`src/hw/rtl/vrt_pkg.sv`:
```
// Voxel ray traversal: shared types and constants.
// Used by every file of the block; no dependencies.
package vrt_pkg;

	localparam int CELL_X_W  = 4;
	localparam int CELL_Y_W  = 6;
	localparam int CELL_Z_W  = 4;
	localparam int START_X_W = 21;
	localparam int START_Y_W = 23;
	localparam int START_Z_W = 21;
	localparam int RECIP_W   = 32;
	localparam int FACE_W    = 3;

	// widest internal coordinate (CHUNK_HEIGHT up to 256)
	localparam int COORD_W = 8;
	localparam int START_W = 23;
	localparam int Q_FRAC  = 16;
	localparam int DIFF_W  = 26;
	localparam int PROD_W  = DIFF_W + RECIP_W;
	localparam int T_W     = 32;
	localparam int N_AXES  = 3;

	localparam logic [T_W-1:0] T_MAX = 32'h7FFF_FFFF;
	localparam logic [T_W-1:0] T_MIN = 32'h8000_0000;

	localparam logic ACT_WRITE = 1'b0;
	localparam logic ACT_CAST  = 1'b1;

	typedef logic [1:0] axis_t;
	localparam axis_t AXIS_X = 2'd0;
	localparam axis_t AXIS_Y = 2'd1;
	localparam axis_t AXIS_Z = 2'd2;

	typedef enum logic [1:0] {
		ST_IDLE,
		ST_SETUP,
		ST_WALK,
		ST_CLOSE
	} ctrl_state_t;

	typedef struct packed {
		logic rd_en;
		logic wr_en;
		logic wr_data;
	} grid_ctl_t;

	typedef struct packed {
		logic                 issue;
		axis_t                axis;
		logic                 zero;
		logic [COORD_W-1:0]   coord;
		logic [START_W-1:0]   start;
		logic [RECIP_W-1:0]   recip;
	} setup_req_t;

	typedef struct packed {
		logic           valid;
		axis_t          axis;
		logic [T_W-1:0] t;
		logic [T_W-1:0] delta;
	} setup_res_t;

endpackage

```
`src/hw/rtl/vrt_tsetup.sv`:
```
// Voxel ray traversal: per-axis start t and delta, one axis per cycle.
// Product registered, then floor shift and saturation. Depends on vrt_pkg.
module vrt_tsetup (
	input  logic                clk,
	input  logic                arst_n,
	input  vrt_pkg::setup_req_t req,
	output vrt_pkg::setup_res_t res
);

	localparam int BOUND_W = vrt_pkg::COORD_W + 1 + vrt_pkg::Q_FRAC;

	logic                                up;
	logic [BOUND_W-1:0]                  bound;
	logic signed [vrt_pkg::DIFF_W-1:0]   diff;
	logic signed [vrt_pkg::RECIP_W-1:0]  recip_s;
	logic signed [vrt_pkg::PROD_W-1:0]   prod_c;
	logic [vrt_pkg::T_W-1:0]             delta_c;

	logic                                valid_s1;
	vrt_pkg::axis_t                      axis_s1;
	logic                                zero_s1;
	logic signed [vrt_pkg::PROD_W-1:0]   prod_s1;
	logic [vrt_pkg::T_W-1:0]             delta_s1;

	logic signed [vrt_pkg::PROD_W-1:0]   sh;
	logic [vrt_pkg::T_W-1:0]             t_c;

	always_comb begin
		up      = !req.zero && !req.recip[vrt_pkg::RECIP_W-1];
		bound   = {({1'b0, req.coord} + (vrt_pkg::COORD_W + 1)'(up)),
			{vrt_pkg::Q_FRAC{1'b0}}};
		diff    = $signed(vrt_pkg::DIFF_W'(bound)) - $signed(vrt_pkg::DIFF_W'(req.start));
		recip_s = $signed(req.recip);
		prod_c  = diff * recip_s;
		if (req.zero) begin
			delta_c = '0;
		end else if (req.recip[vrt_pkg::RECIP_W-1]) begin
			delta_c = (req.recip == vrt_pkg::T_MIN) ? vrt_pkg::T_MAX : (~req.recip + 32'd1);
		end else begin
			delta_c = req.recip;
		end
	end

	always_ff @(posedge clk or negedge arst_n) begin
		if (!arst_n) begin
			valid_s1 <= 1'b0;
		end else begin
			valid_s1 <= req.issue;
		end
	end

	always_ff @(posedge clk) begin
		if (req.issue) begin
			axis_s1  <= req.axis;
			zero_s1  <= req.zero;
			prod_s1  <= prod_c;
			delta_s1 <= delta_c;
		end
	end

	// arithmetic shift is floor division by 2^16
	always_comb begin
		sh = prod_s1 >>> vrt_pkg::Q_FRAC;
		if (zero_s1) begin
			t_c = vrt_pkg::T_MAX;
		end else if ((&sh[vrt_pkg::PROD_W-1:vrt_pkg::T_W-1])
				|| !(|sh[vrt_pkg::PROD_W-1:vrt_pkg::T_W-1])) begin
			t_c = sh[vrt_pkg::T_W-1:0];
		end else begin
			t_c = sh[vrt_pkg::PROD_W-1] ? vrt_pkg::T_MIN : vrt_pkg::T_MAX;
		end
	end

	assign res.valid = valid_s1;
	assign res.axis  = axis_s1;
	assign res.t     = t_c;
	assign res.delta = delta_s1;

endmodule

```
`config.mk`:
```
export PLATFORM = sky130hd
export DESIGN_NAME = vrt_tsetup
export DESIGN_NICKNAME = d
export VERILOG_FILES = /design/src/hw/rtl/vrt_pkg.sv /design/src/hw/rtl/vrt_tsetup.sv
export SDC_FILE = /design/constraint.sdc
export NUM_CORES = 2
export LEC_CHECK = 0
export BUFFER_PORTS_ARGS = -buffer_cell sky130_fd_sc_hd__buf_4
export CORE_MARGIN = 2
export CORE_UTILIZATION = 60
export DETAILED_ROUTE_END_ITERATION = 8
export GPL_TIMING_DRIVEN = 0
export PLACE_DENSITY_LB_ADDON = 0.08
export SKIP_LAST_GASP = 1
export SYNTH_ARGS = -nofsm -noshare
export SYNTH_HDL_FRONTEND = slang
export SYNTH_SLANG_ARGS = --single-unit
```
`constraint.sdc`:
```
create_clock -name clk -period 2.05 [get_ports clk]
set_input_delay 0.41 -clock clk [delete_from_list [all_inputs] [get_ports clk]]
set_output_delay 0.41 -clock clk [all_outputs]
set_load 0.005 [all_outputs]
```
* Word-level counts from Yosys, hierarchy flattened *
Cells that the tools add are included.

word-level totals
  output and inout bits = 67
  flip-flop bits (word level) = 94

cells by class
  reduce and logical (&&, ||, !) cells = 8
  muxes and demuxes = 5
  bitwise operators = 2
  $mul = 1
  add/subtract/negate cells = 3
  equal/unequal tests = 1

operators with widths
  kind                   number
  $mux 32                3
  $mux 31                2
  $mul 26x32->58         1
  $add 32x1->32 const B  1
  $eq 32x32->1 const B   1
  $not 32->32            1
  $sub 25x23->26         1
  $reduce_and 11->1      1
  $reduce_or 11->1       1
  $add 8x1->9            1
  $logic_not 1->1        3
  $reduce_or 3->1        1
  $logic_and 1x1->1      1
  $logic_or 1x1->1       1
  $not 1->1              1

* Logic depth before layout (Yosys ltp) *
  depth in word-level cells = 5
  mapped depth = 38
  gate-level depth less buffers = 33

* Worst setup path before layout *
No wires, ideal clock.

  path kind = input to register
  from = input port req[31] (netlist name)
  to = register prod_s1[51] (netlist name) (data pin)
  path buffers = 5
  stages = 36
  data required time = 1791 ps
  slack = -6875 ps
  arrival = 8666 ps
  cells stage by stage = clkbuf_1 -> clkbuf_1 -> clkbuf_1 -> nor2_1 -> ha_1 -> ha_1 -> nand2_1 -> o31ai_4 -> a21oi_2 -> nor2b_2 -> nor2_1 -> xnor2_1 -> clkbuf_1 -> nand2_1 -> fa_1 -> inv_1 -> fa_1 -> inv_1 -> fa_1 -> inv_1 -> fa_1 -> fa_1 -> fa_1 -> inv_1 -> fa_1 -> inv_1 -> ha_1 -> clkbuf_1 -> a21o_1 -> a221oi_1 -> o21ai_0 -> a32o_1 -> a211oi_1 -> o211ai_1 -> a21oi_1 -> xnor2_1

between the ends
  longest elaborated chain between the ends = 5

ends and longest elaborated chain
  what                       line              text
  start: declaration         vrt_tsetup.sv:6   input vrt_pkg::setup_req_t req,
  $logic_not 1->1            vrt_tsetup.sv:29  up = !req.zero && !req.recip[vrt_pkg::RECIP_W-1];
  $logic_and 1x1->1          vrt_tsetup.sv:29
  $add 8x1->9                vrt_tsetup.sv:30  bound = {({1'b0, req.coord} + (vrt_pkg::COORD_W + 1)'(up)),
  $sub 25x23->26             vrt_tsetup.sv:32  diff = $signed(vrt_pkg::DIFF_W'(bound)) - $signed(vrt_pkg::DIFF_W'(req.start));
  $mul 26x32->58 (*)         vrt_tsetup.sv:34  prod_c = diff * recip_s;
  named net prod_c, one bit  vrt_tsetup.sv:16  logic signed [vrt_pkg::PROD_W-1:0] prod_c;
  end signal: assignment     vrt_tsetup.sv:56  prod_s1 <= prod_c;
  end: declaration           vrt_tsetup.sv:22  logic signed [vrt_pkg::PROD_W-1:0] prod_s1;

The timed path passes the listed nets; every way through them passes the cells marked *.
A chain may end at the register's enable or synchronous reset.

* Final worst setup path *
  from = input port req[42] (netlist name)
  to = register prod_s1[56] (netlist name) (data pin)

between the ends
  longest elaborated chain between the ends = 2

ends and longest elaborated chain
  what                       line
  $sub 25x23->26             vrt_tsetup.sv:32
  $mul 26x32->58             vrt_tsetup.sv:34
  named net prod_c, one bit  vrt_tsetup.sv:16

The timed path passes the listed nets, and every way through them passes these cells.

==> results.sh <==
export IMPL_grt_pass1_wl_um=177000
export IMPL_final_cell_mix="inv_1 (864), fa_1 (814), nand2_1 (616)"
export IMPL_gp_congestion=1.05
export IMPL_clockBufferDepth=2
export IMPL_grt_max_degree=79
export IMPL_max_stage_delay_ns=0.68
export IMPL_worst_slack_ns=-6.96
export IMPL_finalNetCount=4944
export IMPL_grt_use_total_pct=43.3
export IMPL_antenna_left=0
export IMPL_routed_top_layer="met4"
export IMPL_drive_gt1_share_pct=17.7
export IMPL_seqCellArea_sq_um=2340
export IMPL_fp_dieArea_sq_um=56800
export IMPL_multiInputGateArea_sq_um=28300
export IMPL_met2RoutedLength_um=54300
export IMPL_synth_edf_count=77
export IMPL_cts_buffers=9
export IMPL_grt_antenna_before_repair=3
export IMPL_drt_iter0_drc=2529
export IMPL_ys_ff_latch=78
export IMPL_syn_to_final_growth_pct=17.9
export IMPL_drcViolationCount=0
export IMPL_critical_path_arrival_ns=9.12
export IMPL_wl_met3_um=12700
export IMPL_cts_sinks=78
export IMPL_cp_start_kind="primary input"
export IMPL_wirelength_um=119000
export IMPL_synth_flop_cell="edfxtp_1"
export IMPL_netlist_area_sq_um=33000
export IMPL_crit_fanout=8
export IMPL_critPathCaptureType="flip-flop"
export IMPL_synthDistinctLibCells=62
export IMPL_wl_met1_um=40600
export IMPL_grt_ovfl_total=0
export IMPL_routedWlPerCell_um=26.0
export IMPL_postLayoutCellArea_sq_um=38800
export IMPL_slew_viol_final=0
export IMPL_whs_endpoint="axis_s1[0]"
export IMPL_floorplan_initialDensity_pct=61.0
export IMPL_violations="setup timing"
export IMPL_fmax_mhz=111
export IMPL_synthCells=3581
export IMPL_cap_violations=0
export IMPL_grt_pass1_vias=29600
export IMPL_required_ns=2.16
export IMPL_syn_num_nets=4669
export IMPL_hold_viol=0
export IMPL_critPathSlowestCell="fa_2"
export IMPL_crit_top_cell="fa_1"
export IMPL_relSlewSlack_pct=11.2
export IMPL_min_path_cells=1
export IMPL_coreArea_sq_um=54000
export IMPL_outcome="finished, violations left"
export IMPL_cts_tree="built"
export IMPL_crit_buf_inv=11
export IMPL_fillers=4003
export IMPL_holdCritPathClass="in -> reg"
export IMPL_dr_pass1_iters=7
export IMPL_async_flop_share_pct=1.28
export IMPL_rsz0062_at_grt="yes"
export IMPL_fin_crit_ns=9.01
export IMPL_die_w_um=238
export IMPL_path_clk_slew_ns=0.07
export IMPL_crit_family="adder cells"
export IMPL_final_common_cell="inv_1"
export IMPL_synth_warning_count=0
export IMPL_dr_total_vias=26800
export IMPL_cts_htree_levels=3
export IMPL_pin_count=136
export IMPL_portBuffers=126
export IMPL_num_rows=85
export IMPL_fp_dieH_um=238
export IMPL_hp_start="req[64]"
export IMPL_syn_avg_cell_area_sq_um=9.20
export IMPL_timing_final_crit_share_pct=440
export IMPL_hpwlAfterDp_um=95300
export IMPL_via_per_inst=5.89
export IMPL_clock_root_buffer="clkbuf_16"
export IMPL_setup_viol=105
export IMPL_worstSetupPathType="in -> reg"
export IMPL_worst_pin_slew_ns=1.32
export IMPL_placed_area_sq_um=35500
export IMPL_synth_seq_area_share_pct=7.09
## registers in the layout, summed over array words and instances (netlist names)
signal	cells
prod_s1	42
axis_s1	2
delta_s1	32
zero_s1	1
valid_s1	1
## cells by family (layout without fill, tap and decap cells)
| kind of cell | after synthesis | count (layout) | share of synthesized area (%) |
|---|---|---|---|
| mux | 2 | 2 | 0.0607 |
| other cells | 0 | 2 | 0 |
| fa+ha+maj | 1019 | 1019 | 58.1 |
| buf+inv | 1091 | 1371 | 12.6 |
| simple gates | 1033 | 1033 | 14.2 |
| flops | 78 | 78 | 7.09 |
| compound gates | 250 | 250 | 5.06 |
| xor+xnor | 108 | 108 | 2.93 |
## routing by layer
metal  vias to the layer above  track usage (%)
met5                         -                0
met4                         0             30.2
met3                       487             10.5
met2                      1653             69.3
met1                     13700             51.8
li1                      11000                -
## worst max-delay path by stage
stage                  from  slack [ns]           to  cells past startpoint
floorplan           req[31]       -6.30  prod_s1[57]                     35
global placement    req[63]       -8.51  prod_s1[57]                     33
detailed placement  req[63]       -8.60  prod_s1[57]                     33
CTS                 req[34]       -6.78  prod_s1[57]                     26
global route        req[32]       -7.11  prod_s1[57]                     36
finish              req[42]       -6.96  prod_s1[56]                     35
## repair_timing
action,in CTS,in global routing
setup buffers,107,46
pin swaps,123,55
setup endpoints to repair,105,105
gates cloned,1,4
gates resized for setup,317,187
hold endpoints to repair,1,0
hold buffers,1,0
## synth_stat cells (50+ instances only)
cell type / n / area, sq um
a21o_1: 67 / 503
xor2_1: 50 / 438
ha_1: 166 / 2080
inv_1: 891 / 3340
a21oi_1: 72 / 360
nand2_1: 637 / 2390
clkbuf_1: 181 / 679
nor2_1: 75 / 282
and2_1: 208 / 1300
fa_1: 853 / 17100
xnor2_1: 57 / 499
edfxtp_1: 77 / 2310
## area by class of cell
type | instances | area share [%]
Multi-Input combinational cell | 2412 | 72.8
Inverter | 891 | 8.66
Timing Repair Buffer | 270 | 6.05
Sequential cell | 78 | 6.02
Buffer | 194 | 3.47
Tap cell | 696 | 2.24
Clock buffer | 9 | 0.580
Clock inverter | 7 | 0.203
Antenna cell | 2 | 0.0129
## metrics by stage
step / cells / utilization, % / setup WS (ns) / hold slack [ns] / TNS [ns]
6_report: 4559 / 71.9 / -6.96 / 0.235 / -313.78
3_5_place_dp: 4403 / 65.7 / -8.60 / 0.186 / -384.82
5_1_grt: 4557 / 71.9 / -7.11 / 0.225 / -322.41
4_1_cts: 4515 / 70.1 / -6.78 / 0.223 / -313.98
2_1_floorplan: 3581 / - / -6.30 / 0.114 / -266.79
3_3_place_gp: 4403 / 65.7 / -8.51 / 0.185 / -378.36
Power is not shown: default switching activity piles up to over one toggle a cycle in this logic, so the estimate is an artifact.
