--- config.mk ---
export PLATFORM = sky130hd
export DESIGN_NAME = vrt_ctrl_flat
export DESIGN_NICKNAME = d
export VERILOG_FILES = /design/src/hw/rtl/vrt_pkg.sv /design/src/hw/rtl/vrt_ifs.sv /design/src/hw/rtl/vrt_ctrl.sv /design/src/flat_wrapper.sv
export SDC_FILE = /design/constraint.sdc
export NUM_CORES = 1
export LEC_CHECK = 0
export BUFFER_PORTS_ARGS = -buffer_cell sky130_fd_sc_hd__buf_2
export CAP_MARGIN = 30
export CORE_MARGIN = 2
export CORE_UTILIZATION = 45
export DETAILED_ROUTE_END_ITERATION = 10
export HOLD_SLACK_MARGIN = 0.02
export PLACE_DENSITY = 0.66
export SLEW_MARGIN = 15
export SYNTH_ARGS = -nofsm -noshare
export SYNTH_HDL_FRONTEND = slang
export SYNTH_SLANG_ARGS = --single-unit
export TNS_END_PERCENT = 50
--- constraint.sdc ---
create_clock -name clk -period 6.75 [get_ports clk]
set_input_delay 1.35 -clock clk [delete_from_list [all_inputs] [get_ports clk]]
set_output_delay 1.35 -clock clk [all_outputs]
set_load 0.05 [all_outputs]
--- src/hw/rtl/vrt_pkg.sv ---
// Voxel ray traversal: shared types and constants.
// Used by every file of the block; no dependencies.
package vrt_pkg;

	localparam int CELL_X_W  = 4;
	localparam int CELL_Y_W  = 6;
	localparam int CELL_Z_W  = 4;
	localparam int START_X_W = 21;
	localparam int START_Y_W = 23;
	localparam int START_Z_W = 21;
	localparam int RECIP_W   = 32;
	localparam int FACE_W    = 3;

	// widest internal coordinate (CHUNK_HEIGHT up to 256)
	localparam int COORD_W = 8;
	localparam int START_W = 23;
	localparam int Q_FRAC  = 16;
	localparam int DIFF_W  = 26;
	localparam int PROD_W  = DIFF_W + RECIP_W;
	localparam int T_W     = 32;
	localparam int N_AXES  = 3;

	localparam logic [T_W-1:0] T_MAX = 32'h7FFF_FFFF;
	localparam logic [T_W-1:0] T_MIN = 32'h8000_0000;

	localparam logic ACT_WRITE = 1'b0;
	localparam logic ACT_CAST  = 1'b1;

	typedef logic [1:0] axis_t;
	localparam axis_t AXIS_X = 2'd0;
	localparam axis_t AXIS_Y = 2'd1;
	localparam axis_t AXIS_Z = 2'd2;

	typedef enum logic [1:0] {
		ST_IDLE,
		ST_SETUP,
		ST_WALK,
		ST_CLOSE
	} ctrl_state_t;

	typedef struct packed {
		logic rd_en;
		logic wr_en;
		logic wr_data;
	} grid_ctl_t;

	typedef struct packed {
		logic                 issue;
		axis_t                axis;
		logic                 zero;
		logic [COORD_W-1:0]   coord;
		logic [START_W-1:0]   start;
		logic [RECIP_W-1:0]   recip;
	} setup_req_t;

	typedef struct packed {
		logic           valid;
		axis_t          axis;
		logic [T_W-1:0] t;
		logic [T_W-1:0] delta;
	} setup_res_t;

endpackage

--- src/hw/rtl/vrt_ifs.sv ---
// Voxel ray traversal: request and result channel interfaces.
// Depends on vrt_pkg for field widths.
interface vrt_req_if;
	logic                           valid;
	logic                           ready;
	logic                           action;
	logic [vrt_pkg::CELL_X_W-1:0]   cell_x;
	logic [vrt_pkg::CELL_Y_W-1:0]   cell_y;
	logic [vrt_pkg::CELL_Z_W-1:0]   cell_z;
	logic                           occupied;
	logic [vrt_pkg::START_X_W-1:0]  start_x;
	logic [vrt_pkg::START_Y_W-1:0]  start_y;
	logic [vrt_pkg::START_Z_W-1:0]  start_z;
	logic signed [vrt_pkg::RECIP_W-1:0] recip_x;
	logic signed [vrt_pkg::RECIP_W-1:0] recip_y;
	logic signed [vrt_pkg::RECIP_W-1:0] recip_z;
	logic [2:0]                     zero_axes;

	modport source (output valid, action, cell_x, cell_y, cell_z, occupied,
		start_x, start_y, start_z, recip_x, recip_y, recip_z, zero_axes,
		input ready);
	modport sink (input valid, action, cell_x, cell_y, cell_z, occupied,
		start_x, start_y, start_z, recip_x, recip_y, recip_z, zero_axes,
		output ready);
endinterface

interface vrt_res_if;
	logic                          valid;
	logic                          ready;
	logic                          has_hit;
	logic [vrt_pkg::CELL_X_W-1:0]  hit_x;
	logic [vrt_pkg::CELL_Y_W-1:0]  hit_y;
	logic [vrt_pkg::CELL_Z_W-1:0]  hit_z;
	logic [vrt_pkg::FACE_W-1:0]    entry_face;
	logic                          last;

	modport source (output valid, has_hit, hit_x, hit_y, hit_z, entry_face, last,
		input ready);
	modport sink (input valid, has_hit, hit_x, hit_y, hit_z, entry_face, last,
		output ready);
endinterface

--- src/hw/rtl/vrt_ctrl.sv ---
// Voxel ray traversal: request intake, cast sequencer, DDA step and result register.
// Drives vrt_grid and vrt_tsetup. Depends on vrt_pkg and the channel interfaces.
module vrt_ctrl #(
	parameter int CHUNK_SIZE   = 16,
	parameter int CHUNK_HEIGHT = 64,
	parameter int MAX_STEPS    = 10,
	parameter int AW           = 14
) (
	input  logic                clk,
	input  logic                arst_n,
	vrt_req_if.sink             req_ch,
	vrt_res_if.source           res_ch,
	output vrt_pkg::grid_ctl_t  grid_ctl,
	output logic [AW-1:0]       grid_wr_addr,
	output logic [AW-1:0]       grid_rd_addr,
	input  logic                grid_rd_data,
	input  logic                grid_busy,
	output vrt_pkg::setup_req_t sreq,
	input  vrt_pkg::setup_res_t sres
);

	localparam int CW = $clog2(CHUNK_SIZE);
	localparam int HW = $clog2(CHUNK_HEIGHT);
	localparam int SW = $clog2(MAX_STEPS + 1);

	function automatic logic [AW-1:0] cell_addr(input int x, input int y, input int z);
		return AW'((x * CHUNK_HEIGHT + y) * CHUNK_SIZE + z);
	endfunction

	vrt_pkg::ctrl_state_t state_q, state_d;

	logic [CW-1:0]                 cx_q, cz_q, nx, nz;
	logic [HW-1:0]                 cy_q, ny;
	logic [vrt_pkg::START_W-1:0]   st_q [vrt_pkg::N_AXES];
	logic [vrt_pkg::RECIP_W-1:0]   recip_q [vrt_pkg::N_AXES];
	logic [2:0]                    zero_q;
	logic [2:0]                    neg;
	logic signed [vrt_pkg::T_W-1:0] t_q [vrt_pkg::N_AXES];
	logic signed [vrt_pkg::T_W-1:0] d_q [vrt_pkg::N_AXES];
	logic [vrt_pkg::FACE_W-1:0]    face_q;
	logic [SW-1:0]                 steps_q;
	logic                          pend_q;
	logic [1:0]                    scnt_q;

	logic                          out_valid_q;
	logic                          has_hit_q, last_q;
	logic [vrt_pkg::CELL_X_W-1:0]  hit_x_q;
	logic [vrt_pkg::CELL_Y_W-1:0]  hit_y_q;
	logic [vrt_pkg::CELL_Z_W-1:0]  hit_z_q;
	logic [vrt_pkg::FACE_W-1:0]    out_face_q;

	logic                          fire, in_chunk, out_free, stop;
	logic                          setup_done, issue;
	logic                          stall, do_step, emit_hit, emit_close;
	vrt_pkg::axis_t                ax;
	logic [2:0]                    oob;
	logic                          oob_ax;
	logic signed [vrt_pkg::T_W:0]  tsum;
	logic signed [vrt_pkg::T_W-1:0] tsat;

	assign fire     = req_ch.valid && req_ch.ready;
	assign in_chunk = (int'(req_ch.cell_x) < CHUNK_SIZE) && (int'(req_ch.cell_y) < CHUNK_HEIGHT)
		&& (int'(req_ch.cell_z) < CHUNK_SIZE);
	assign out_free = !out_valid_q || res_ch.ready;
	assign setup_done = (scnt_q == 2'(vrt_pkg::N_AXES));

	// axis choice: ties to y over x, z over y
	always_comb begin
		neg = {recip_q[2][vrt_pkg::RECIP_W-1], recip_q[1][vrt_pkg::RECIP_W-1],
			recip_q[0][vrt_pkg::RECIP_W-1]} & ~zero_q;
		if (t_q[0] < t_q[1] && t_q[0] < t_q[2]) begin
			ax = vrt_pkg::AXIS_X;
		end else if (t_q[1] < t_q[2]) begin
			ax = vrt_pkg::AXIS_Y;
		end else begin
			ax = vrt_pkg::AXIS_Z;
		end
		oob[0] = !zero_q[0] && (neg[0] ? (cx_q == '0) : (cx_q == CW'(CHUNK_SIZE - 1)));
		oob[1] = !zero_q[1] && (neg[1] ? (cy_q == '0) : (cy_q == HW'(CHUNK_HEIGHT - 1)));
		oob[2] = !zero_q[2] && (neg[2] ? (cz_q == '0) : (cz_q == CW'(CHUNK_SIZE - 1)));
		nx = cx_q;
		ny = cy_q;
		nz = cz_q;
		case (ax)
			vrt_pkg::AXIS_X: begin
				oob_ax = oob[0];
				if (!zero_q[0]) nx = neg[0] ? cx_q - CW'(1) : cx_q + CW'(1);
			end
			vrt_pkg::AXIS_Y: begin
				oob_ax = oob[1];
				if (!zero_q[1]) ny = neg[1] ? cy_q - HW'(1) : cy_q + HW'(1);
			end
			vrt_pkg::AXIS_Z: begin
				oob_ax = oob[2];
				if (!zero_q[2]) nz = neg[2] ? cz_q - CW'(1) : cz_q + CW'(1);
			end
			default: begin
				oob_ax = 1'b1;
			end
		endcase
		tsum = {t_q[ax][vrt_pkg::T_W-1], t_q[ax]} + {d_q[ax][vrt_pkg::T_W-1], d_q[ax]};
		if (tsum[vrt_pkg::T_W] != tsum[vrt_pkg::T_W-1]) begin
			tsat = tsum[vrt_pkg::T_W] ? $signed(vrt_pkg::T_MIN) : $signed(vrt_pkg::T_MAX);
		end else begin
			tsat = tsum[vrt_pkg::T_W-1:0];
		end
		stop = (steps_q == SW'(MAX_STEPS)) || oob_ax;
	end

	always_comb begin
		state_d = state_q;
		case (state_q)
			vrt_pkg::ST_IDLE: begin
				if (fire && req_ch.action == vrt_pkg::ACT_CAST) begin
					state_d = in_chunk ? vrt_pkg::ST_SETUP : vrt_pkg::ST_CLOSE;
				end
			end
			vrt_pkg::ST_SETUP: begin
				if (setup_done) state_d = vrt_pkg::ST_WALK;
			end
			vrt_pkg::ST_WALK: begin
				if (!stall && stop) state_d = vrt_pkg::ST_CLOSE;
			end
			vrt_pkg::ST_CLOSE: begin
				if (out_free) state_d = vrt_pkg::ST_IDLE;
			end
			default: begin
				state_d = vrt_pkg::ST_IDLE;
			end
		endcase
	end

	always_comb begin
		req_ch.ready = 1'b0;
		issue        = 1'b0;
		stall        = 1'b0;
		do_step      = 1'b0;
		emit_hit     = 1'b0;
		emit_close   = 1'b0;
		case (state_q)
			vrt_pkg::ST_IDLE: begin
				req_ch.ready = !grid_busy;
			end
			vrt_pkg::ST_SETUP: begin
				issue = !setup_done;
			end
			vrt_pkg::ST_WALK: begin
				stall    = pend_q && grid_rd_data && !out_free;
				emit_hit = pend_q && grid_rd_data && out_free;
				do_step  = !stall && !stop;
			end
			vrt_pkg::ST_CLOSE: begin
				emit_close = out_free;
			end
			default: begin
			end
		endcase
	end

	assign grid_ctl.wr_en   = fire && req_ch.action == vrt_pkg::ACT_WRITE && in_chunk;
	assign grid_ctl.wr_data = req_ch.occupied;
	assign grid_ctl.rd_en   = do_step;
	assign grid_wr_addr     = cell_addr(int'(req_ch.cell_x), int'(req_ch.cell_y),
		int'(req_ch.cell_z));
	assign grid_rd_addr     = cell_addr(int'(nx), int'(ny), int'(nz));

	always_comb begin
		sreq.issue = issue;
		sreq.axis  = scnt_q;
		sreq.zero  = zero_q[0];
		sreq.coord = vrt_pkg::COORD_W'(cx_q);
		sreq.start = st_q[0];
		sreq.recip = recip_q[0];
		case (scnt_q)
			vrt_pkg::AXIS_Y: begin
				sreq.zero  = zero_q[1];
				sreq.coord = vrt_pkg::COORD_W'(cy_q);
				sreq.start = st_q[1];
				sreq.recip = recip_q[1];
			end
			vrt_pkg::AXIS_Z: begin
				sreq.zero  = zero_q[2];
				sreq.coord = vrt_pkg::COORD_W'(cz_q);
				sreq.start = st_q[2];
				sreq.recip = recip_q[2];
			end
			default: begin
			end
		endcase
	end

	always_ff @(posedge clk or negedge arst_n) begin
		if (!arst_n) begin
			state_q     <= vrt_pkg::ST_IDLE;
			steps_q     <= '0;
			pend_q      <= 1'b0;
			scnt_q      <= '0;
			out_valid_q <= 1'b0;
		end else begin
			state_q <= state_d;
			if (fire) begin
				steps_q <= '0;
				pend_q  <= 1'b0;
				scnt_q  <= '0;
			end
			if (issue) begin
				scnt_q <= scnt_q + 2'd1;
			end
			if (do_step) begin
				steps_q <= steps_q + SW'(1);
				pend_q  <= 1'b1;
			end else if (state_q == vrt_pkg::ST_WALK && !stall) begin
				pend_q <= 1'b0;
			end
			if (emit_hit || emit_close) begin
				out_valid_q <= 1'b1;
			end else if (res_ch.ready) begin
				out_valid_q <= 1'b0;
			end
		end
	end

	always_ff @(posedge clk) begin
		if (fire && req_ch.action == vrt_pkg::ACT_CAST) begin
			cx_q       <= CW'(req_ch.cell_x);
			cy_q       <= HW'(req_ch.cell_y);
			cz_q       <= CW'(req_ch.cell_z);
			st_q[0]    <= vrt_pkg::START_W'(req_ch.start_x);
			st_q[1]    <= req_ch.start_y;
			st_q[2]    <= vrt_pkg::START_W'(req_ch.start_z);
			recip_q[0] <= req_ch.recip_x;
			recip_q[1] <= req_ch.recip_y;
			recip_q[2] <= req_ch.recip_z;
			zero_q     <= req_ch.zero_axes;
		end
		if (sres.valid) begin
			t_q[sres.axis] <= $signed(sres.t);
			d_q[sres.axis] <= $signed(sres.delta);
		end
		if (do_step) begin
			cx_q    <= nx;
			cy_q    <= ny;
			cz_q    <= nz;
			t_q[ax] <= tsat;
			face_q  <= {ax, neg[ax]};
		end
		if (emit_hit) begin
			has_hit_q  <= 1'b1;
			hit_x_q    <= vrt_pkg::CELL_X_W'(cx_q);
			hit_y_q    <= vrt_pkg::CELL_Y_W'(cy_q);
			hit_z_q    <= vrt_pkg::CELL_Z_W'(cz_q);
			out_face_q <= face_q;
			last_q     <= 1'b0;
		end else if (emit_close) begin
			has_hit_q  <= 1'b0;
			hit_x_q    <= '0;
			hit_y_q    <= '0;
			hit_z_q    <= '0;
			out_face_q <= '0;
			last_q     <= 1'b1;
		end
	end

	assign res_ch.valid      = out_valid_q;
	assign res_ch.has_hit    = has_hit_q;
	assign res_ch.hit_x      = hit_x_q;
	assign res_ch.hit_y      = hit_y_q;
	assign res_ch.hit_z      = hit_z_q;
	assign res_ch.entry_face = out_face_q;
	assign res_ch.last       = last_q;

endmodule

--- src/flat_wrapper.sv ---
// flat-port wrapper written by rule: the top's interface ports become plain ports
module vrt_ctrl_flat 
#(
	parameter int CHUNK_SIZE   = 16,
	parameter int CHUNK_HEIGHT = 64,
	parameter int MAX_STEPS    = 10,
	parameter int AW           = 14
)
  (clk, arst_n, grid_ctl, grid_wr_addr, grid_rd_addr, grid_rd_data, grid_busy, sreq, sres, req_ch_valid, req_ch_action, req_ch_cell_x, req_ch_cell_y, req_ch_cell_z, req_ch_occupied, req_ch_start_x, req_ch_start_y, req_ch_start_z, req_ch_recip_x, req_ch_recip_y, req_ch_recip_z, req_ch_zero_axes, req_ch_ready, res_ch_valid, res_ch_has_hit, res_ch_hit_x, res_ch_hit_y, res_ch_hit_z, res_ch_entry_face, res_ch_last, res_ch_ready);
  vrt_req_if req_ch_i ();
  vrt_res_if res_ch_i ();
  input  logic clk;
  input  logic arst_n;
  output vrt_pkg::grid_ctl_t grid_ctl;
  output logic [AW-1:0] grid_wr_addr;
  output logic [AW-1:0] grid_rd_addr;
  input  logic grid_rd_data;
  input  logic grid_busy;
  output vrt_pkg::setup_req_t sreq;
  input  vrt_pkg::setup_res_t sres;
  input wire logic [$bits(req_ch_i.valid)-1:0] req_ch_valid;
  input wire logic [$bits(req_ch_i.action)-1:0] req_ch_action;
  input wire logic [$bits(req_ch_i.cell_x)-1:0] req_ch_cell_x;
  input wire logic [$bits(req_ch_i.cell_y)-1:0] req_ch_cell_y;
  input wire logic [$bits(req_ch_i.cell_z)-1:0] req_ch_cell_z;
  input wire logic [$bits(req_ch_i.occupied)-1:0] req_ch_occupied;
  input wire logic [$bits(req_ch_i.start_x)-1:0] req_ch_start_x;
  input wire logic [$bits(req_ch_i.start_y)-1:0] req_ch_start_y;
  input wire logic [$bits(req_ch_i.start_z)-1:0] req_ch_start_z;
  input wire logic [$bits(req_ch_i.recip_x)-1:0] req_ch_recip_x;
  input wire logic [$bits(req_ch_i.recip_y)-1:0] req_ch_recip_y;
  input wire logic [$bits(req_ch_i.recip_z)-1:0] req_ch_recip_z;
  input wire logic [$bits(req_ch_i.zero_axes)-1:0] req_ch_zero_axes;
  output wire logic [$bits(req_ch_i.ready)-1:0] req_ch_ready;
  output wire logic [$bits(res_ch_i.valid)-1:0] res_ch_valid;
  output wire logic [$bits(res_ch_i.has_hit)-1:0] res_ch_has_hit;
  output wire logic [$bits(res_ch_i.hit_x)-1:0] res_ch_hit_x;
  output wire logic [$bits(res_ch_i.hit_y)-1:0] res_ch_hit_y;
  output wire logic [$bits(res_ch_i.hit_z)-1:0] res_ch_hit_z;
  output wire logic [$bits(res_ch_i.entry_face)-1:0] res_ch_entry_face;
  output wire logic [$bits(res_ch_i.last)-1:0] res_ch_last;
  input wire logic [$bits(res_ch_i.ready)-1:0] res_ch_ready;
  assign req_ch_i.valid = req_ch_valid;
  assign req_ch_i.action = req_ch_action;
  assign req_ch_i.cell_x = req_ch_cell_x;
  assign req_ch_i.cell_y = req_ch_cell_y;
  assign req_ch_i.cell_z = req_ch_cell_z;
  assign req_ch_i.occupied = req_ch_occupied;
  assign req_ch_i.start_x = req_ch_start_x;
  assign req_ch_i.start_y = req_ch_start_y;
  assign req_ch_i.start_z = req_ch_start_z;
  assign req_ch_i.recip_x = req_ch_recip_x;
  assign req_ch_i.recip_y = req_ch_recip_y;
  assign req_ch_i.recip_z = req_ch_recip_z;
  assign req_ch_i.zero_axes = req_ch_zero_axes;
  assign req_ch_ready = req_ch_i.ready;
  assign res_ch_valid = res_ch_i.valid;
  assign res_ch_has_hit = res_ch_i.has_hit;
  assign res_ch_hit_x = res_ch_i.hit_x;
  assign res_ch_hit_y = res_ch_i.hit_y;
  assign res_ch_hit_z = res_ch_i.hit_z;
  assign res_ch_entry_face = res_ch_i.entry_face;
  assign res_ch_last = res_ch_i.last;
  assign res_ch_i.ready = res_ch_ready;
  vrt_ctrl #(.CHUNK_SIZE(CHUNK_SIZE), .CHUNK_HEIGHT(CHUNK_HEIGHT), .MAX_STEPS(MAX_STEPS), .AW(AW)) u_core (.clk(clk), .arst_n(arst_n), .req_ch(req_ch_i), .res_ch(res_ch_i), .grid_ctl(grid_ctl), .grid_wr_addr(grid_wr_addr), .grid_rd_addr(grid_rd_addr), .grid_rd_data(grid_rd_data), .grid_busy(grid_busy), .sreq(sreq), .sres(sres));
endmodule
Yosys cells after proc, flatten, opt, wreduce, memory -nomap -nowiden
Memories as Yosys holds them, arrays and structs flattened.
Index checks and enable logic that the tools add are counted.
{"block": "word_totals", "mem_bits_rw": 357, "n_memories": 4, "word_cells": 154, "out_inout_bits": 119, "ff_bits": 49, "inputBits": 253}
{"memory": "u_core.d_q", "words": 3, "width": 32, "rd": 1, "rd_ports_with_merged_regs": 0, "wr": 1, "line_no": "vrt_ctrl.sv:39", "text": "logic signed [vrt_pkg::T_W-1:0] d_q [vrt_pkg::N_AXES];"}
{"memory": "u_core.recip_q", "words": 3, "width": 32, "rd": 3, "rd_ports_with_merged_regs": 0, "wr": 3, "line_no": "vrt_ctrl.sv:35", "text": "logic [vrt_pkg::RECIP_W-1:0] recip_q [vrt_pkg::N_AXES];"}
{"memory": "u_core.t_q", "words": 3, "width": 32, "rd": 4, "rd_ports_with_merged_regs": 0, "wr": 2, "line_no": "vrt_ctrl.sv:38", "text": "logic signed [vrt_pkg::T_W-1:0] t_q [vrt_pkg::N_AXES];"}
{"memory": "u_core.st_q", "words": 3, "width": 23, "rd": 3, "rd_ports_with_merged_regs": 0, "wr": 3, "line_no": "vrt_ctrl.sv:34", "text": "logic [vrt_pkg::START_W-1:0] st_q [vrt_pkg::N_AXES];"}
{"block": "op_classes", "reduce_logical": 38, "bitwise": 3, "n_mux": 59, "n_eq_ne": 17, "magnitude_cmp": 4, "addsub": 13}
{"cell": "$pmux W64 S2", "count": 1}
{"cell": "$lt A32 B32 Y1", "count": 3}
{"cell": "$mux W32", "count": 2}
{"cell": "$mux W4", "count": 15}
{"cell": "$mux W6", "count": 7}
{"cell": "$add A32 B32 Y33", "count": 1}
{"cell": "$add A14 B5 Y14", "count": 2}
{"cell": "$mux W1", "count": 21}
{"cell": "$add A10 B6 Y10", "count": 2}
{"cell": "$mux W2", "count": 8}
{"cell": "$logic_and A1 B1 Y1", "count": 13}
{"cell": "$add A4 B1 Y4 const B", "count": 3}
{"cell": "$eq A4 B4 Y1 const B", "count": 3}
{"cell": "$eq A2 B2 Y1 const B", "count": 5}
{"cell": "$logic_not A1 Y1", "count": 10}
{"cell": "$reduce_bool A2 Y1", "count": 5}
{"cell": "$logic_not A4 Y1", "count": 2}
{"cell": "$ne A2 B1 Y1 const B", "count": 4}
{"cell": "$pmux W2 S4", "count": 1}
{"cell": "$sub A4 B1 Y4 const B", "count": 2}
{"cell": "$add A6 B1 Y6 const B", "count": 1}
{"cell": "$eq A2 B1 Y1 const B", "count": 3}
{"cell": "$eq A6 B6 Y1 const B", "count": 1}
{"cell": "$logic_not A6 Y1", "count": 1}
{"cell": "14 further kinds", "count": 18}

Longest topological paths before layout
An unclocked memory read counts as a cell.
{"block": "logic_depth", "depth_word": 12, "mapped_depth": 26}

Worst setup path before layout
Ideal clock, no wire load.
{"block": "synth_timing", "path_type": "input-to-reg", "start": "input grid_busy", "end": "memory u_core.recip_q[0][0] (netlist bit), enable pin", "setup_time_ps": 517, "t_arrival_ps": 5609, "slack_ps": 624, "path_buffers": 0, "t_required_ps": 6233, "cell_stages": 4, "path_cell_list": "nor2b_1 > and2_1 > nand2_1 > inv_1"}
{"item": "start, declared", "line_no": "flat_wrapper.sv:18", "text": "input logic grid_busy;"}
{"item": "end, declared", "line_no": "vrt_ctrl.sv:35"}

==> flow_summary.toml <==
[routing]
post-route-drc-count = 0
ant_nets = 0
vias_per_cell = 5.63
vias = 16100
drtIter0Drc = 1276
firstDrtPassIters = 5
drt-total-wl_mm = 62.2
routedWlPerCell_microns = 21.8

[worst_hold_path]
holdPathEnd = "u_core.res_ch.has_hit"
whs_path_depth = 1
hold_path_class = "reg -> reg"
holdCritStartpoint = "u_core.res_ch.has_hit"

[clock_network]
htree_levels = 2
numCtsBuffers = 44
clock_latency_ns = 0.60
cts_tree = "built"
cts_root_buf = "clkbuf_16"
clock-sinks = 402
cts_buffer_depth = 3
cts_hold_buf = 0
path_clk_slew_ns = 0.06

[worst_setup_path]
rr_endpoint = "u_core.t_q[0][13]"
slowest_delay_ns = 0.58
cpMaxStageDelayCell = "o21ai_0"
worstPathArrival_ns = 6.78
startpoint = "u_core.t_q[0][9]"
worstPathRequired_ns = 7.05
r2r-start = "u_core.t_q[0][9]"
path_max_fanout = 55
r2r_slack_ns = 0.27
end_kind = "flip-flop"
start_kind = "flip-flop"
path_class = "reg -> reg"
reg2reg_depth = 23
worstPathCellList = "ha_1 -> a21o_1 -> a211o_1 -> a211oi_1 -> o211ai_1 -> o211ai_1 -> buf_12 -> nand3_4 -> buf_4 -> buf_12 -> buf_12 -> a21oi_1 -> ha_1 -> and4_1 -> and3_1 -> o211ai_1 -> o21ai_1 -> nor4_1 -> or3_1 -> a21boi_2 -> buf_4 -> o21ai_0 -> o21ai_0"

[global_routing]
grt_pass1_wl_mm = 93.1
grt_pass1_vias = 15600
antenna_found_initial = 27
grt_max_degree = 73
gr-total-overflow = 0
track_usage_pct = 24.7

[logic_synthesis]
synth_top_area_share_pct = 54.6
netlist_area_sq_mm = 0.0214
seq_area_frac_synth_pct = 56.0
syn_inst = 1844
syn_area_per_cell_sq_um = 11.6
yosys-top-cells-area = "edfxtp_1 (55%), ha_1 (8.3%), a21oi_1 (4.3%)"
synth_edf_count = 390
async_reset_ff_share_pct = 2.49
synth_warnings = 0
ys_seq_elements = 402
yosys_most_used_dff = "edfxtp_1"
ys_types = 71
synth.largest_area_cell = "edfxtp_1"

[sta]
min_period_ns = 6.48
max_slew.worst_pin.slew_ns = 0.877
final.setup.tns_ns = 0
finalHoldViolations = 0
max-slew-margin-rel_pct = 41.2
slew_violations = 0
skew_ns = 0.0380
final-setup-viol-count = 0
period_share_pct = 95.9
max_freq_ghz = 0.154

[floorplanning]
die_w_microns = 222
die-area_sq_mm = 0.0494
initial_core_util_pct = 45.8
core.rowCount = 79
core_area_sq_mm = 0.0468
fp.dieH_microns = 222
num_io_pins = 372

[run_status]
status = "completed"

[flow_run]
maxCapViolCount = 0

[place]
dp_hpwl_mm = 44.9
port_buffers = 367
gp_congestion = 0.911

[final_layout]
syn_to_final_growth_pct = 18.8
drive_gt1_share_pct = 25.2
fillers = 3995
register_area_sq_mm = 0.0120
multi_input_area_sq_mm = 0.00864
nets = 2595
[worst max-delay path: cells and delay by family, from the launching register on]
kind | cells | cell delay, ns
AOI/OAI and AO/OA | 11 | 2.78
adders and majority gates | 2 | 0.70
buffers and inverters | 5 | 0.91
DFF | 1 | 0.43
and+or+nand+nor | 5 | 1.33
[cells in the mapped netlist, types with 25 or more instances]
cell        n
mux2_2     51
xnor2_1    29
o21ai_0   131
clkbuf_1   50
nand2_1   134
inv_1      96
edfxtp_1  390
nor2_1    158
mux2i_1    41
a21oi_1   185
nand4_1    25
ha_1      143
a22oi_1    56
a21o_1     30
[per-layer routing]
metal	vias to the layer above	GRT usage, %	wire (microns)
li1	7605	-	-
met1	7740	32.1	26200
met2	623	39.7	29100
met3	118	5.40	4770
met4	12	11.0	2070
met5	-	0	76
[worst max path at each step]
stage | to | slack [ns]
after floorplan | u_core.recip_q[0][0] | 0.62
after global placement | u_core.t_q[1][27] | -0.33
after detailed placement | u_core.t_q[2][14] | -0.18
after CTS | u_core.t_q[2][14] | 0.02
after global routing | u_core.t_q[0][13] | -0.005
final | u_core.t_q[0][13] | 0.27
[what timing repair did]
action                                  CTS  global route
resized for setup                         0             1
pin swaps                                 1             1
buffers inserted                          6             1
cloned                                    1             1
endpoints found under the setup margin   21            72
[per-stage QoR]
stage	hold slack (ns)	util [%]	cells	setup slack [ns]	cell area, sq um
3_3_place_gp	0.446	50.9	2745	-0.335	23800
5_1_grt	0.506	54.4	2854	-0.00542	25500
2_1_floorplan	0.497	-	1845	0.624	21400
4_1_cts	0.468	54.2	2834	0.0232	25400
6_report	0.467	54.5	2857	0.274	25500
3_5_place_dp	0.454	51.0	2746	-0.180	23800
[state kept, by name, summed over array words and instances (netlist names), 6 cells and up]
signal / flops
u_core.res_ch.hit_y: 6
u_core.st_q: 65
u_core.d_q: 96
u_core.t_q: 96
u_core.recip_q: 96
u_core.cy_q: 6
[cell usage in the layout (no fill, tap or decap), types with 15 or more instances in the layout]
master and n:
a21oi_1 185, clkbuf_16 44, ha_1 141, edfxtp_1 390, nand2_1 134, diode_2 20, a22oi_1 56, o211ai_1 15
nand4_1 25, o21ai_0 128, nand3_1 16, xnor2_1 29, inv_1 95, nor3_1 18, and2_1 19, buf_2 367
mux2i_1 41, mux2_2 51, a21o_1 30, buf_4 34, nor2_1 157, nand2b_1 16
[cell families after synthesis]
logic type,synth area share (%)
AO/OA/AOI/OAI,14.0
AND/OR/NAND/NOR,9.31
flip-flops,56.0
buffers and inverters,4.13
adder cells (fa/ha/maj),9.05
multiplexers,5.84
XOR/XNOR,1.63
other,0.0175
[area by class of cell]
cell class              count  area share, %
diodes                     20          0.197
well taps                 607           2.98
inverters                  96           1.44
repair buffers            406           8.58
flip-flops and latches    402           47.1
clock inverters            27           1.26
clock buffers              54           4.47
multi-input cells        1245           33.9
Power is not shown: default switching activity piles up to over one toggle a cycle in this logic, so the estimate is an artifact.
